### config.mk
export PLATFORM = sky130hd
export DESIGN_NAME = caller_id_message_parser_core
export DESIGN_NICKNAME = d
export VERILOG_FILES = /design/src/hdl/cidp_pkg.sv /design/src/hdl/cidp_cfg.sv /design/src/hdl/cidp_parse.sv /design/src/hdl/caller_id_message_parser_core.sv
export SDC_FILE = /design/constraint.sdc
export NUM_CORES = 1
export LEC_CHECK = 0
export BUFFER_PORTS_ARGS = -buffer_cell sky130_fd_sc_hd__buf_4
export CAP_MARGIN = 25
export CORE_ASPECT_RATIO = 0.9
export CORE_MARGIN = 2
export CORE_UTILIZATION = 55
export CTS_CLUSTER_SIZE = 10
export DETAILED_ROUTE_END_ITERATION = 8
export GPL_TIMING_DRIVEN = 0
export PLACE_DENSITY = 0.74
export SYNTH_ARGS = -nofsm -noshare
export SYNTH_HDL_FRONTEND = slang
export SYNTH_SLANG_ARGS = --single-unit
### constraint.sdc
create_clock -name clk -period 10.25 [get_ports clk]
set_input_delay 0.5125 -clock clk [delete_from_list [all_inputs] [get_ports clk]]
set_output_delay 0.5125 -clock clk [all_outputs]
set_load 0.02 [all_outputs]
### src/hdl/cidp_pkg.sv
// Shared types, constants and register codes for the caller-ID message parser.
// Used by every module of the block; depends on nothing.
package cidp_pkg;

  localparam int unsigned CFG_IDX_W = 3;

  typedef enum logic [CFG_IDX_W-1:0] {
    CFG_MAX_BYTES = 3'd0,
    CFG_SDMF_CODE = 3'd1,
    CFG_MDMF_CODE = 3'd2,
    CFG_DT_CODE   = 3'd3,
    CFG_NUM_CODE  = 3'd4,
    CFG_ABS_CODE  = 3'd5
  } cfg_idx_t;

  localparam logic [8:0] RST_MAX_BYTES = 9'd258;
  localparam logic [7:0] RST_SDMF_CODE = 8'd4;
  localparam logic [7:0] RST_MDMF_CODE = 8'd128;
  localparam logic [7:0] RST_DT_CODE   = 8'd1;
  localparam logic [7:0] RST_NUM_CODE  = 8'd2;
  localparam logic [7:0] RST_ABS_CODE  = 8'd4;

  localparam logic [7:0] CHAR_P         = 8'h50;
  localparam logic [7:0] CHAR_O         = 8'h4F;
  localparam logic [7:0] DT_LEN         = 8'd8;
  localparam logic [8:0] MIN_FRAME      = 9'd3;
  localparam logic [8:0] FRAME_OVERHEAD = 9'd3;
  localparam logic [8:0] BODY_START     = 9'd2;
  localparam logic [8:0] LEN_POS        = 9'd1;

  typedef enum logic [2:0] {
    ROLE_MSG_TYPE   = 3'd0,
    ROLE_MSG_LEN    = 3'd1,
    ROLE_PARAM_TYPE = 3'd2,
    ROLE_PARAM_LEN  = 3'd3,
    ROLE_PARAM_DATA = 3'd4,
    ROLE_CHECKSUM   = 3'd5,
    ROLE_DISCARD    = 3'd6
  } role_t;

  typedef enum logic [1:0] {
    FMT_UNKNOWN = 2'd0,
    FMT_SDMF    = 2'd1,
    FMT_MDMF    = 2'd2,
    FMT_OTHER   = 2'd3
  } fmt_t;

  typedef enum logic [2:0] {
    PH_TYPE = 3'b001,
    PH_LEN  = 3'b010,
    PH_DATA = 3'b100
  } phase_t;

  typedef struct packed {
    logic [8:0] max_message_bytes;
    logic [7:0] sdmf_code;
    logic [7:0] mdmf_code;
    logic [7:0] datetime_code;
    logic [7:0] number_code;
    logic [7:0] absence_code;
  } cfg_t;

  typedef struct packed {
    logic [7:0] rx_byte;
    logic       restart;
  } in_beat_t;

  typedef struct packed {
    logic [7:0] out_byte;
    role_t      byte_role;
    logic [7:0] param_type;
    logic [7:0] param_length;
    logic       last_of_param;
    logic       message_done;
    logic       checksum_ok;
    logic       format_ok;
    logic       truncated;
  } out_beat_t;

endpackage

### src/hdl/cidp_cfg.sv
// Configuration register file of the caller-ID message parser.
// Depends on cidp_pkg for the register codes, reset values and cfg_t.
module cidp_cfg (
  input  logic                           clk,
  input  logic                           rst_n,
  input  logic                           cfg_valid,
  output logic                           cfg_ready,
  input  logic [cidp_pkg::CFG_IDX_W-1:0] cfg_index,
  input  logic [8:0]                     cfg_data,
  output cidp_pkg::cfg_t                 cfg
);

  cidp_pkg::cfg_t cfg_r;
  cidp_pkg::cfg_t cfg_nxt;

  assign cfg_ready = 1'b1;
  assign cfg       = cfg_r;

  always_comb begin
    cfg_nxt = cfg_r;
    if (cfg_valid) begin
      unique case (cidp_pkg::cfg_idx_t'(cfg_index))
        cidp_pkg::CFG_MAX_BYTES: cfg_nxt.max_message_bytes = cfg_data;
        cidp_pkg::CFG_SDMF_CODE: cfg_nxt.sdmf_code         = cfg_data[7:0];
        cidp_pkg::CFG_MDMF_CODE: cfg_nxt.mdmf_code         = cfg_data[7:0];
        cidp_pkg::CFG_DT_CODE:   cfg_nxt.datetime_code     = cfg_data[7:0];
        cidp_pkg::CFG_NUM_CODE:  cfg_nxt.number_code       = cfg_data[7:0];
        cidp_pkg::CFG_ABS_CODE:  cfg_nxt.absence_code      = cfg_data[7:0];
        default: cfg_nxt = cfg_r;
      endcase
    end
  end

  always_ff @(posedge clk) begin
    if (!rst_n) begin
      cfg_r.max_message_bytes <= cidp_pkg::RST_MAX_BYTES;
      cfg_r.sdmf_code         <= cidp_pkg::RST_SDMF_CODE;
      cfg_r.mdmf_code         <= cidp_pkg::RST_MDMF_CODE;
      cfg_r.datetime_code     <= cidp_pkg::RST_DT_CODE;
      cfg_r.number_code       <= cidp_pkg::RST_NUM_CODE;
      cfg_r.absence_code      <= cidp_pkg::RST_ABS_CODE;
    end else begin
      cfg_r <= cfg_nxt;
    end
  end

endmodule

### src/hdl/cidp_parse.sv
// Frame and parameter tracker: message state registers plus the per-byte tagging logic.
// Depends on cidp_pkg for cfg_t, the beat structs, roles, formats and phases.
module cidp_parse (
  input  logic                  clk,
  input  logic                  rst_n,
  input  logic                  advance,
  input  cidp_pkg::in_beat_t    item,
  input  cidp_pkg::cfg_t        cfg,
  output cidp_pkg::out_beat_t   result
);

  logic [8:0]        pos_r, pos_nxt, pos_c;
  logic [8:0]        fe_r, fe_nxt, fe_c;
  logic [7:0]        blen_r, blen_nxt, blen_c;
  logic [7:0]        sum_r, sum_nxt, sum_c;
  cidp_pkg::fmt_t    fmt_r, fmt_nxt, fmt_c;
  logic              fin_r, fin_nxt, fin_c;
  cidp_pkg::phase_t  phase_r, phase_nxt, phase_c;
  logic [7:0]        cparam_r, cparam_nxt, cparam_c;
  logic [7:0]        prem_r, prem_nxt, prem_c;
  logic [7:0]        pdecl_r, pdecl_nxt, pdecl_c;
  logic              capped_r, capped_nxt, capped_c;

  // restart clears state before this byte is handled
  assign pos_c    = item.restart ? '0 : pos_r;
  assign fe_c     = item.restart ? '0 : fe_r;
  assign blen_c   = item.restart ? '0 : blen_r;
  assign sum_c    = item.restart ? '0 : sum_r;
  assign fmt_c    = item.restart ? cidp_pkg::FMT_UNKNOWN : fmt_r;
  assign fin_c    = item.restart ? 1'b0 : fin_r;
  assign phase_c  = item.restart ? cidp_pkg::PH_TYPE : phase_r;
  assign cparam_c = item.restart ? '0 : cparam_r;
  assign prem_c   = item.restart ? '0 : prem_r;
  assign pdecl_c  = item.restart ? '0 : pdecl_r;
  assign capped_c = item.restart ? 1'b0 : capped_r;

  always_comb begin
    logic [7:0] b;
    logic [8:0] cap_lim;
    logic [8:0] fe_new;
    logic [8:0] off;
    logic [7:0] sum_b;
    logic [7:0] decl;
    logic [7:0] rem;
    logic [7:0] cp;

    b       = item.rx_byte;
    cap_lim = (cfg.max_message_bytes < cidp_pkg::MIN_FRAME) ? cidp_pkg::MIN_FRAME
                                                            : cfg.max_message_bytes;
    fe_new  = {1'b0, b} + cidp_pkg::FRAME_OVERHEAD;
    off     = pos_c - cidp_pkg::BODY_START;
    sum_b   = sum_c + b;
    decl    = pdecl_c;
    rem     = prem_c;
    cp      = cparam_c;

    pos_nxt    = pos_c;
    fe_nxt     = fe_c;
    blen_nxt   = blen_c;
    sum_nxt    = sum_c;
    fmt_nxt    = fmt_c;
    fin_nxt    = fin_c;
    phase_nxt  = phase_c;
    cparam_nxt = cparam_c;
    prem_nxt   = prem_c;
    pdecl_nxt  = pdecl_c;
    capped_nxt = capped_c;

    result               = '0;
    result.out_byte      = b;
    result.byte_role     = cidp_pkg::ROLE_DISCARD;

    if (!fin_c) begin
      pos_nxt = pos_c + 9'd1;
      if (pos_c == '0) begin
        result.byte_role = cidp_pkg::ROLE_MSG_TYPE;
        sum_nxt = b;
        if (b == cfg.sdmf_code) begin
          fmt_nxt = cidp_pkg::FMT_SDMF;
        end else if (b == cfg.mdmf_code) begin
          fmt_nxt = cidp_pkg::FMT_MDMF;
        end else begin
          fmt_nxt = cidp_pkg::FMT_OTHER;
        end
      end else if (pos_c == cidp_pkg::LEN_POS) begin
        result.byte_role = cidp_pkg::ROLE_MSG_LEN;
        sum_nxt  = sum_b;
        blen_nxt = b;
        if (fe_new > cap_lim) begin
          fe_nxt     = cap_lim;
          capped_nxt = 1'b1;
        end else begin
          fe_nxt     = fe_new;
          capped_nxt = 1'b0;
        end
        result.truncated = capped_nxt;
      end else if (({1'b0, pos_c} + 10'd1) >= {1'b0, fe_c}) begin
        result.byte_role    = cidp_pkg::ROLE_CHECKSUM;
        result.message_done = 1'b1;
        result.checksum_ok  = (sum_b == 8'd0);
        result.format_ok    = (fmt_c == cidp_pkg::FMT_SDMF) || (fmt_c == cidp_pkg::FMT_MDMF);
        result.truncated    = capped_c;
        sum_nxt = sum_b;
        fin_nxt = 1'b1;
        pos_nxt = pos_c;
      end else begin
        result.truncated = capped_c;
        sum_nxt = sum_b;
        if (fmt_c == cidp_pkg::FMT_SDMF) begin
          result.byte_role = cidp_pkg::ROLE_PARAM_DATA;
          if (off < {1'b0, cidp_pkg::DT_LEN}) begin
            cparam_nxt = cfg.datetime_code;
            pdecl_nxt  = cidp_pkg::DT_LEN;
            prem_nxt   = '0;
            result.last_of_param = (off == {1'b0, cidp_pkg::DT_LEN - 8'd1});
          end else begin
            if (prem_c == '0) begin
              if ((b == cidp_pkg::CHAR_P) || (b == cidp_pkg::CHAR_O)) begin
                cp   = cfg.absence_code;
                decl = 8'd1;
              end else begin
                cp   = cfg.number_code;
                decl = blen_c - off[7:0];
              end
              rem = decl;
            end
            rem        = rem - 8'd1;
            cparam_nxt = cp;
            pdecl_nxt  = decl;
            prem_nxt   = rem;
            result.last_of_param = (rem == '0);
          end
          result.param_type   = cparam_nxt;
          result.param_length = pdecl_nxt;
        end else if (fmt_c == cidp_pkg::FMT_MDMF) begin
          unique case (phase_c)
            cidp_pkg::PH_TYPE: begin
              result.byte_role  = cidp_pkg::ROLE_PARAM_TYPE;
              result.param_type = b;
              cparam_nxt = b;
              phase_nxt  = cidp_pkg::PH_LEN;
            end
            cidp_pkg::PH_LEN: begin
              result.byte_role    = cidp_pkg::ROLE_PARAM_LEN;
              result.param_type   = cparam_c;
              result.param_length = b;
              pdecl_nxt = b;
              prem_nxt  = b;
              phase_nxt = (b == '0) ? cidp_pkg::PH_TYPE : cidp_pkg::PH_DATA;
            end
            cidp_pkg::PH_DATA: begin
              result.byte_role    = cidp_pkg::ROLE_PARAM_DATA;
              result.param_type   = cparam_c;
              result.param_length = pdecl_c;
              rem      = prem_c - 8'd1;
              prem_nxt = rem;
              if (rem == '0) begin
                result.last_of_param = 1'b1;
                phase_nxt = cidp_pkg::PH_TYPE;
              end
            end
            default: phase_nxt = cidp_pkg::PH_TYPE;
          endcase
        end else begin
          result.byte_role = cidp_pkg::ROLE_PARAM_DATA;
        end
      end
    end
  end

  always_ff @(posedge clk) begin
    if (!rst_n) begin
      pos_r    <= '0;
      fe_r     <= '0;
      blen_r   <= '0;
      sum_r    <= '0;
      fmt_r    <= cidp_pkg::FMT_UNKNOWN;
      fin_r    <= 1'b0;
      phase_r  <= cidp_pkg::PH_TYPE;
      cparam_r <= '0;
      prem_r   <= '0;
      pdecl_r  <= '0;
      capped_r <= 1'b0;
    end else if (advance) begin
      pos_r    <= pos_nxt;
      fe_r     <= fe_nxt;
      blen_r   <= blen_nxt;
      sum_r    <= sum_nxt;
      fmt_r    <= fmt_nxt;
      fin_r    <= fin_nxt;
      phase_r  <= phase_nxt;
      cparam_r <= cparam_nxt;
      prem_r   <= prem_nxt;
      pdecl_r  <= pdecl_nxt;
      capped_r <= capped_nxt;
    end
  end

endmodule

### src/hdl/caller_id_message_parser_core.sv
// Top level of the caller-ID message parser: input register, parser, result register.
// Depends on cidp_pkg, cidp_cfg and cidp_parse.
//
//   channel   direction  handshake               payload
//   in_       receive    in_valid / in_stall     in_data  (in_beat_t)
//   out_      send       out_valid / out_stall   out_data (out_beat_t)
//   cfg_      receive    cfg_valid / cfg_ready   cfg_index, cfg_data
//
// One byte per cycle sustained while out_stall stays low.
// All tagging for a byte is done between the input register and the result register.
// Synchronous active-low reset clears the message state and loads register defaults.
// A stalled result holds in the result register while the input register still takes a beat;
// in_stall rises only when both registers are full and out_stall is high.
module caller_id_message_parser_core (
  input  logic                           clk,
  input  logic                           rst_n,
  input  logic                           in_valid,
  output logic                           in_stall,
  input  cidp_pkg::in_beat_t             in_data,
  output logic                           out_valid,
  input  logic                           out_stall,
  output cidp_pkg::out_beat_t            out_data,
  input  logic                           cfg_valid,
  output logic                           cfg_ready,
  input  logic [cidp_pkg::CFG_IDX_W-1:0] cfg_index,
  input  logic [8:0]                     cfg_data
);

  cidp_pkg::cfg_t      cfg;
  cidp_pkg::in_beat_t  in_data_r;
  logic                in_valid_r;
  cidp_pkg::out_beat_t result;
  cidp_pkg::out_beat_t out_data_r;
  logic                out_valid_r;
  logic                out_free;
  logic                advance;

  assign out_free  = !out_valid_r || !out_stall;
  assign advance   = in_valid_r && out_free;
  assign in_stall  = in_valid_r && !out_free;
  assign out_valid = out_valid_r;
  assign out_data  = out_data_r;

  cidp_cfg u_cfg (
    .clk       (clk),
    .rst_n     (rst_n),
    .cfg_valid (cfg_valid),
    .cfg_ready (cfg_ready),
    .cfg_index (cfg_index),
    .cfg_data  (cfg_data),
    .cfg       (cfg)
  );

  cidp_parse u_parse (
    .clk     (clk),
    .rst_n   (rst_n),
    .advance (advance),
    .item    (in_data_r),
    .cfg     (cfg),
    .result  (result)
  );

  always_ff @(posedge clk) begin
    if (!rst_n) begin
      in_valid_r <= 1'b0;
    end else if (!in_stall) begin
      in_valid_r <= in_valid;
    end
  end

  always_ff @(posedge clk) begin
    if (!in_stall && in_valid) begin
      in_data_r <= in_data;
    end
  end

  always_ff @(posedge clk) begin
    if (!rst_n) begin
      out_valid_r <= 1'b0;
    end else if (out_free) begin
      out_valid_r <= in_valid_r;
    end
  end

  always_ff @(posedge clk) begin
    if (advance) begin
      out_data_r <= result;
    end
  end

endmodule

[Yosys cells after proc, flatten, opt, wreduce, memory -nomap -nowiden]
Cells that the tools add are included.
Storage, ports and cells
  output and inout bits: 35
  register bits after elaboration: 157
  logic and storage cells: 180
  input bits: 26
Operators by class
  equality and inequality tests: 16
  order comparisons: 4
  muxes and demuxes: 93
  add/subtract/negate cells: 8
  reduce and logical (&&, ||, !) cells: 27
  bitwise gates (word level): 1
Operator list (count)
  $mux W8: 44
  $mux W9: 11
  $mux W3: 14
  $logic_not A8 Y1: 5
  $pmux W11 S3: 1
  $pmux W8 S2: 2
  $mux W20: 1
  $mux W17: 1
  $eq A8 B7 Y1 const B: 2
  $eq A8 B8 Y1: 2
  $sub A8 B1 Y8 const B: 2
  $mux W1: 14
  $reduce_and A2 Y1: 6
  $add A9 B1 Y10 const B: 1
  $ge A10 B9 Y1: 1
  $add A8 B2 Y9 const B: 1
  $add A9 B1 Y9 const B: 1
  $eq A3 B2 Y1 const B: 3
  $eq A3 B3 Y1 const B: 3
  $eq A9 B1 Y1 const B: 1
  $eq A9 B3 Y1 const B: 1
  $gt A9 B9 Y1: 1
  $logic_not A9 Y1: 1
  $lt A9 B2 Y1 const B: 1
  other kinds (17): 29

[Logic depth before layout (Yosys ltp)]
Gate-level depths: netlist (run 1).
  depth in word-level cells: 18
  depth in mapped cells: 21
  depth with buffers taken out: 16

[Hierarchy]
A second synthesis (run 1) with hierarchy kept.
Second synthesis, totals
  cells, all modules: 1169
  area total of the unflattened synthesis: 9879.5 um2
Modules (own cells, without submodules)
  cidp_parse: sequential area each 1301.2 um2, area each 6690.2 um2, cells each 939, instances 1
  cidp_cfg: sequential area each 980.9 um2, area each 1874.3 um2, cells each 181, instances 1
  caller_id_message_parser_core: sequential area each 1271.2 um2, area each 1315.0 um2, cells each 49, instances 1

[Least setup slack after synthesis (run 1)]
No wires, ideal clock.
  path type: reg-to-reg
  from: register in_data_r[0] (netlist bit)
  to: register u_parse.cparam_r[6]
  data arrival time: 4.730 ns
  setup slack: 5.439 ns
  required time: 10.169 ns
  stages on the path, launching flop included: 22
  path through: edfxtp_1 > inv_1 > clkbuf_1 > buf_1 > buf_1 > clkbuf_1 > nand2_1 > inv_1 > ha_1 > nand3_1 > nor3_1 > xnor2_1 > ha_1 > a21o_1 > a21o_1 > a311oi_1 > o21a_1 > and2_1 > clkbuf_1 > a31oi_1 > o221a_2 > a21oi_1
On the way
  cells in the longest elaborated chain, start to end: 9
RTL lines
  start: declaration: RTL line caller_id_message_parser_core.sv:30  | cidp_pkg::in_beat_t in_data_r;
  start signal: assignment: RTL line caller_id_message_parser_core.sv:73  | in_data_r <= in_data;
  $mux W9, or another cell as far along: RTL line cidp_parse.sv:25  | assign pos_c = item.restart ? '0 : pos_r;
  $sub A9 B2 Y9, or another cell as far along: RTL line cidp_parse.sv:51  | off = pos_c - cidp_pkg::BODY_START;
  $lt A9 B4 Y1, or another cell as far along: RTL line cidp_parse.sv:111  | if (off < {1'b0, cidp_pkg::DT_LEN}) begin
  $mux W8 (on tied branches): RTL line cidp_parse.sv:111, cidp_parse.sv:135
  $mux W8: RTL line cidp_parse.sv:109  | if (fmt_c == cidp_pkg::FMT_SDMF) begin
  $mux W8: RTL line cidp_parse.sv:97  | end else if (({1'b0, pos_c} + 10'd1) >= {1'b0, fe_c}) begin
  $mux W8: RTL line cidp_parse.sv:85  | end else if (pos_c == cidp_pkg::LEN_POS) begin
  $mux W8: RTL line cidp_parse.sv:75  | if (pos_c == '0) begin
  $mux W8 *: RTL line cidp_parse.sv:73  | if (!fin_c) begin
  end signal: assignment: RTL line cidp_parse.sv:192  | cparam_r <= cparam_nxt;
  end: declaration: RTL line cidp_parse.sv:19  | logic [7:0] cparam_r, cparam_nxt, cparam_c;
Every way passes the cells marked *; elsewhere a longest branch is shown, timed or not.
A chain may end at the register's enable or synchronous reset.

[Worst setup path after layout (run 1)]
  from: register in_data_r[0] (netlist bit)
  to: register u_parse.prem_r[5]
On the way
  cells in the longest elaborated chain, start to end: 18
RTL lines
  $mux W9: RTL line cidp_parse.sv:25
  $sub A9 B2 Y9: RTL line cidp_parse.sv:51
  $sub A8 B8 Y8: RTL line cidp_parse.sv:123  | decl = blen_c - off[7:0];
  $mux W8: RTL line cidp_parse.sv:118  | if ((b == cidp_pkg::CHAR_P) || (b == cidp_pkg::CHAR_O)) begin
  $mux W8: RTL line cidp_parse.sv:117  | if (prem_c == '0) begin
  $mux W8: RTL line cidp_parse.sv:111
  $mux W8: RTL line cidp_parse.sv:109
  $mux W8: RTL line cidp_parse.sv:97
  (+2 left out)
  $mux W8: RTL line cidp_parse.sv:73
  $sub A8 B1 Y8: RTL line cidp_parse.sv:127  | rem = rem - 8'd1;
  $mux W8: RTL line cidp_parse.sv:111
  $mux W8: RTL line cidp_parse.sv:109
  $mux W8: RTL line cidp_parse.sv:97
  $mux W8: RTL line cidp_parse.sv:85
  $mux W8: RTL line cidp_parse.sv:75
  $mux W8 *: RTL line cidp_parse.sv:73
  end signal: assignment: RTL line cidp_parse.sv:193  | prem_r <= prem_nxt;
  end: declaration: RTL line cidp_parse.sv:20  | logic [7:0] prem_r, prem_nxt, prem_c;
Every way passes the cells marked *; elsewhere a longest branch is shown, timed or not. The select of a mux whose other input is x is not followed.

==> results of run 1 <==
==> sequential cells by signal, indices dropped and copies added, names as in the netlist <==
| signal | count |
|---|---|
| u_parse.phase_r | 3 |
| u_parse.prem_r | 8 |
| u_parse.sum_r | 8 |
| u_parse.cparam_r | 8 |
| u_parse.pdecl_r | 8 |
| u_cfg.cfg | 49 |
| u_parse.fe_r | 9 |
| u_parse.pos_r | 9 |
| u_parse.fmt_r | 2 |
| u_parse.capped_r | 1 |
| u_parse.blen_r | 8 |
| u_parse.fin_r | 1 |
| in_data_r | 9 |
| out_valid | 1 |
| out_data | 32 |
| in_valid_r | 1 |
==> power by group through the flow <==
stage	Combinational (mW)	Clock, mW	Sequential [mW]
after floorplan	0.0989	0	0.680
after global placement	0.163	0	0.677
after detailed placement	0.166	0	0.678
after CTS	0.167	0.667	0.664
after global routing	0.184	0.691	0.665
final	0.171	0.670	0.664
==> synthesized netlist by cell type (7+ instances only) <==
library cell / number
a21boi_0: 7
a21o_1: 12
a21oi_1: 136
a22o_1: 12
a22oi_1: 12
a311oi_1: 10
buf_1: 8
clkbuf_1: 57
dfxtp_1: 116
edfxtp_1: 41
ha_1: 42
inv_1: 25
mux2i_1: 15
nand2_1: 222
nand2b_1: 13
nand3_1: 50
nand4_1: 10
nor2_1: 101
nor2b_1: 33
nor3_1: 23
nor4_1: 7
o21a_1: 13
o21ai_0: 59
xnor2_1: 24
xor2_1: 26
==> worst max-delay path: stages, from the launching register on <==
cell and delay (ns):
edfxtp_1 0.57, inv_1 0.20, clkbuf_1 0.65, buf_1 0.53, buf_1 0.62, clkbuf_1 0.42
nand2_1 0.13, inv_1 0.15, ha_1 0.28, nand3_1 0.19, nor3_1 0.46, xnor2_1 0.14
ha_1 0.32, a21o_1 0.16, a21o_1 0.19, a311oi_1 0.34, o21a_1 0.20, and2_1 0.26
clkbuf_1 0.46, o21ai_0 0.28, a221oi_1 0.31, nor3_1 0.07
==> final timing paths <==
path                            slack [ns]  cells after the start         start           endpoint
worst min-delay path                  0.24                      1    in_data[8]       in_data_r[8]
worst min register to register        0.46                      2  u_cfg.cfg[6]       u_cfg.cfg[6]
worst max-delay path                  3.13                     21  in_data_r[0]  u_parse.prem_r[5]
worst max register to register        3.13                     21  in_data_r[0]  u_parse.prem_r[5]
==> routing by layer <==
layer | part of all wire | routed length [um] | GRT usage | vias up
met5 | 0 | 0 | 0 | -
met4 | 0.028 | 876 | 0.108 | 0
met3 | 0.11 | 3600 | 0.0681 | 86
met2 | 0.44 | 13900 | 0.537 | 629
met1 | 0.42 | 13300 | 0.462 | 4529
li1 | - | - | - | 4499
==> layout make-up <==
cell class	instances	area (um^2)	area share
Multi-Input combinational cell	959	5800	0.517
Sequential cell	157	3550	0.317
Timing Repair Buffer	61	478	0.0426
Clock buffer	19	475	0.0424
Buffer	78	373	0.0332
Tap cell	240	300	0.0268
Clock inverter	13	134	0.0119
Inverter	28	105	0.00937
==> placed cells by master, fill, tap and decap left out, types with 8 or more instances in the layout <==
cell and instances:
a21o_1 12, a21oi_1 136, a22o_1 12, a22oi_1 12, a311oi_1 10, buf_1 8
buf_4 62, clkbuf_1 56, clkbuf_16 19, dfxtp_1 116, edfxtp_1 41, ha_1 42
inv_1 25, mux2i_1 15, nand2_1 222, nand2b_1 13, nand3_1 50, nand4_1 10
nor2_1 101, nor2b_1 33, nor3_1 23, o21a_1 13, o21ai_0 59, xnor2_1 24
xor2_1 26
==> logic make-up (layout without fill, tap and decap cells) <==
logic type      after synthesis  in the layout  synth area share
other cells                   1              1          0.000381
simple gates                506            506             0.240
buf+inv                     106            199            0.0485
compound gates              339            339             0.226
flops                       157            157             0.361
fa+ha+maj                    44             44            0.0575
mux                          18             18            0.0187
xor+xnor                     51             51            0.0470
==> qor.yml, run 1 <==
clock_tree:
  cts_resized: 0
  root_buffer: "clkbuf_16"
  h-tree-depth: 4
  cts_setup_buffers: 0
  clockBufferDepth: 2
  cts_tree: "done"
  clock_insertion_delay_worst_skew_ns: 0.44
  cts-buffers-inserted: 17
  cts.clk_slew.worst_paths_ns: 0.07
  cts_hold_buf: 0
  cts.sink_count: 157
detailed_routing:
  dr.pass1.iters: 6
  wire_per_inst_um: 20.4
  drc: 0
  ant_nets: 0
  drt-total-wl_um: 31700
  viasPerCell: 6.27
  drt_iter0_drc: 1075
  vias: 9743
power_and_ir_drop:
  p_per_area_nw_per_um2: 134
  p_leak_nw: 4.17
  ir_drop_mv: 0.158
  finalPower_mw: 1.50
  swShare: 0.281
  power.switching_uw: 422
  power_frac_seq: 0.441
  clkPwrFrac: 0.445
  p_int_mw: 1.08
  pwr-share-comb: 0.114
floorplanning:
  ios: 61
  dieHeight_um: 131
  die_area_um2: 19000
  rows: 46
  core_um2: 17600
  die_x_um: 145
  initial_core_util: 0.560
finish:
  fillers: 1558
  antenna_cells: 0
  utilization: 0.639
  area_growth_syn_to_layout_pct: 14.1
  final_nets: 1372
  design_area_um2: 11200
  stdcell_count: 1555
  drive_above_1_share: 0.112
sta:
  setup_viol: 0
  fin_crit_ns: 7.12
  maxSlewHeadroom: 0.308
  final_hold_viol_count: 0
  rsz0062_at_grt: "false"
  fin_setup_tns_ns: 0
  timing.fmax_mhz: 140
  setup_ws_ns: 3.13
  fin_skew_ns: 0.00868
  hold_ws_ns: 0.245
  slew_violations: 0
  min_period_over_period: 0.695
  worst_pin_slew_ns: 1.04
setup_path:
  crit_fanout: 10
  required_ns: 10.55
  cp-end-kind: "register"
  start_kind: "register"
  arrival_ns: 7.42
  worst-setup-path-type: "reg -> reg"
placed_design:
  portBuffers: 59
  gp_congestion: 0.993
  placed_cell_area_um2: 10600
  place_ws_ns: 3.52
  numPlacedInstances: 1523
  dp_hpwl_um: 23200
synthesis:
  ys_warn_count: 0
  syn_nets: 1292
  netlist_top_cells_area: "dfxtp_1, edfxtp_1, nand2_1, a21oi_1, ha_1"
  ys_ff_latch: 157
  netlist_area_um2: 9830
  ys_types: 97
  syn-instance-count: 1222
  yosysTopAreaCell: "dfxtp_1"
  synth_top_area_share: 0.236
  seq_area_frac_synth: 0.361
  synthFlopType: "dfxtp_1"
  async_reset_ff_frac: 0
  synth_edf_count: 41
  synth_area_per_cell_um2: 8.04
worst_hold_path:
  hold_path.class: "in -> reg"
run_status:
  outcome: "finished, final reports clean"
job:
  maxCapViolations: 0
grt:
  antenna_found_initial: 0
  grt_max_degree: 24
  grtUsageTotal: 0.336
  grt_pass1_vias: 8956
  grt_first_pass_wirelength_um: 49800
  overflow: 0
No activity file was read; power rests on OpenSTA's default activity.
==> run 2, diff against run 1 <==
- clock period: 10.25 -> 7.27 ns (I/O delays scaled with it)
==> qor.yml, run 2 (synthesis gave the netlist of run 1 again) <==
run_status:
  outcome: "finished, final reports clean"
setup_path:
  arrival_ns: 7.07
  start_kind: "register"
  worst-setup-path-type: "reg -> reg"
  crit_end: "u_parse.prem_r[5]"
  cp-end-kind: "register"
  crit_fanout: 12
  crit_start: "in_data_r[0]"
  rr_startpoint: "in_data_r[0]"
  r2r_end: "u_parse.prem_r[5]"
  required_ns: 7.57
  reg2reg_slack_ns: 0.49
  reg2regPathDepth: 20
job:
  maxCapViolations: 0
finish:
  area_growth_syn_to_layout_pct: 14.1
  layout_commonest_cell: "nand2_1"
  antenna_cells: 0
  utilization: 0.639
  largest_reg_flops: 49
  drive_above_1_share: 0.112
  design_area_um2: 11200
  final_nets: 1371
  stdcell_count: 1554
  layout_common_cells: "nand2_1, a21oi_1, dfxtp_1"
power_and_ir_drop:
  pwr-share-comb: 0.113
  ir_drop_mv: 0.226
  p_int_mw: 1.53
  p_per_area_nw_per_um2: 189
  p_leak_nw: 4.17
  finalPower_mw: 2.12
  swShare: 0.280
  power_frac_seq: 0.442
  clkPwrFrac: 0.445
  power.switching_uw: 595
clock_tree:
  clockBufferDepth: 2
  cts.sink_count: 157
  root_buffer: "clkbuf_16"
  cts_resized: 0
  cts.clk_slew.worst_paths_ns: 0.07
  h-tree-depth: 4
  cts-buffers-inserted: 17
  clock_insertion_delay_worst_skew_ns: 0.44
  cts_tree: "done"
  cts_hold_buf: 0
  cts_setup_buffers: 0
floorplanning:
  ios: 61
  die_area_um2: 19000
  core_um2: 17600
  initial_core_util: 0.560
  dieHeight_um: 131
  rows: 46
  die_x_um: 145
placed_design:
  gp_congestion: 0.993
  placed_cell_area_um2: 10600
  dp_hpwl_um: 23200
  numPlacedInstances: 1523
  portBuffers: 59
detailed_routing:
  ant_nets: 0
  wire_per_inst_um: 20.4
  drt_iter0_drc: 1160
  dr.pass1.iters: 6
  drc: 0
  viasPerCell: 6.26
  vias: 9721
  drt-total-wl_um: 31700
sta:
  final_hold_viol_count: 0
  fin_skew_ns: 0.00795
  worst_pin_slew_ns: 1.04
  slew_violations: 0
  min_period_over_period: 0.932
  timing.fmax_mhz: 148
  setup_viol: 0
  fin_setup_tns_ns: 0
  maxSlewHeadroom: 0.303
  rsz0062_at_grt: "false"
  fin_crit_ns: 6.78
grt:
  grt_max_degree: 24
  antenna_found_initial: 0
  grt_pass1_vias: 8956
  overflow: 0
  grtUsageTotal: 0.336
  grt_first_pass_wirelength_um: 49800
worst_hold_path:
  hold_path.class: "in -> reg"
[run 2: cell count changes in the layout (fill, tap and decap cells not counted)]
cell,change
clkbuf_1,-1
[run 2: per-layer routing]
layer / track usage / routed length (um)
met1: 0.462 / 13400
met2: 0.537 / 14000
met3: 0.0681 / 3550
met4: 0.108 / 806
met5: 0 / 0
[run 2: stage by stage]
| stage | hold slack (ns) | setup WS, ns |
|---|---|---|
| after floorplan | 0.417 | 2.46 |
| after global placement | 0.440 | 0.629 |
| after detailed placement | 0.445 | 0.536 |
| after CTS | 0.0877 | 0.412 |
| after global routing | 0.0926 | 0.192 |
| final | 0.0930 | 0.494 |
[run 2: worst min-delay path by stage]
stage,startpoint,endpoint,slack [ns],depth (start not counted)
final,in_data[8],in_data_r[8],0.09,1
after global routing,in_data[8],in_data_r[8],0.09,1
after CTS,in_data[8],in_data_r[8],0.09,1
after detailed placement,u_cfg.cfg[6],u_cfg.cfg[6],0.45,2
after global placement,u_cfg.cfg[5],u_cfg.cfg[5],0.44,2
after floorplan,u_parse.fe_r[0],u_parse.fe_r[0],0.42,2
[run 2: worst max-delay path: stages (launching register included)]
cell      delay [ns]
edfxtp_1        0.57
inv_1           0.53
buf_1           0.50
buf_1           0.64
clkbuf_1        0.42
nand2_1         0.13
inv_1           0.16
ha_1            0.29
nand3_1         0.19
nor3_1          0.46
xnor2_1         0.14
ha_1            0.32
a21o_1          0.16
a21o_1          0.19
a311oi_1        0.34
o21a_1          0.20
and2_1          0.26
clkbuf_1        0.46
o21ai_0         0.28
a221oi_1        0.31
nor3_1          0.07
[run 2: final cells by class]
class / count / area, um^2
buffer: 77 / 369
clock buffer: 19 / 475
clock inverter: 13 / 134
fill: 1556 / 6340
inverter: 28 / 105
multi-input combinational: 959 / 5800
sequential: 157 / 3550
tap: 240 / 300
timing repair buffer: 61 / 478
[run 2: power groups by stage]
stage                     Sequential, mW  Combinational (mW)  Clock [mW]
after floorplan                    0.958               0.139           0
after global placement             0.955               0.229           0
after detailed placement           0.955               0.234           0
after CTS                          0.936               0.235       0.940
after global routing               0.938               0.259       0.974
final                              0.936               0.240       0.944
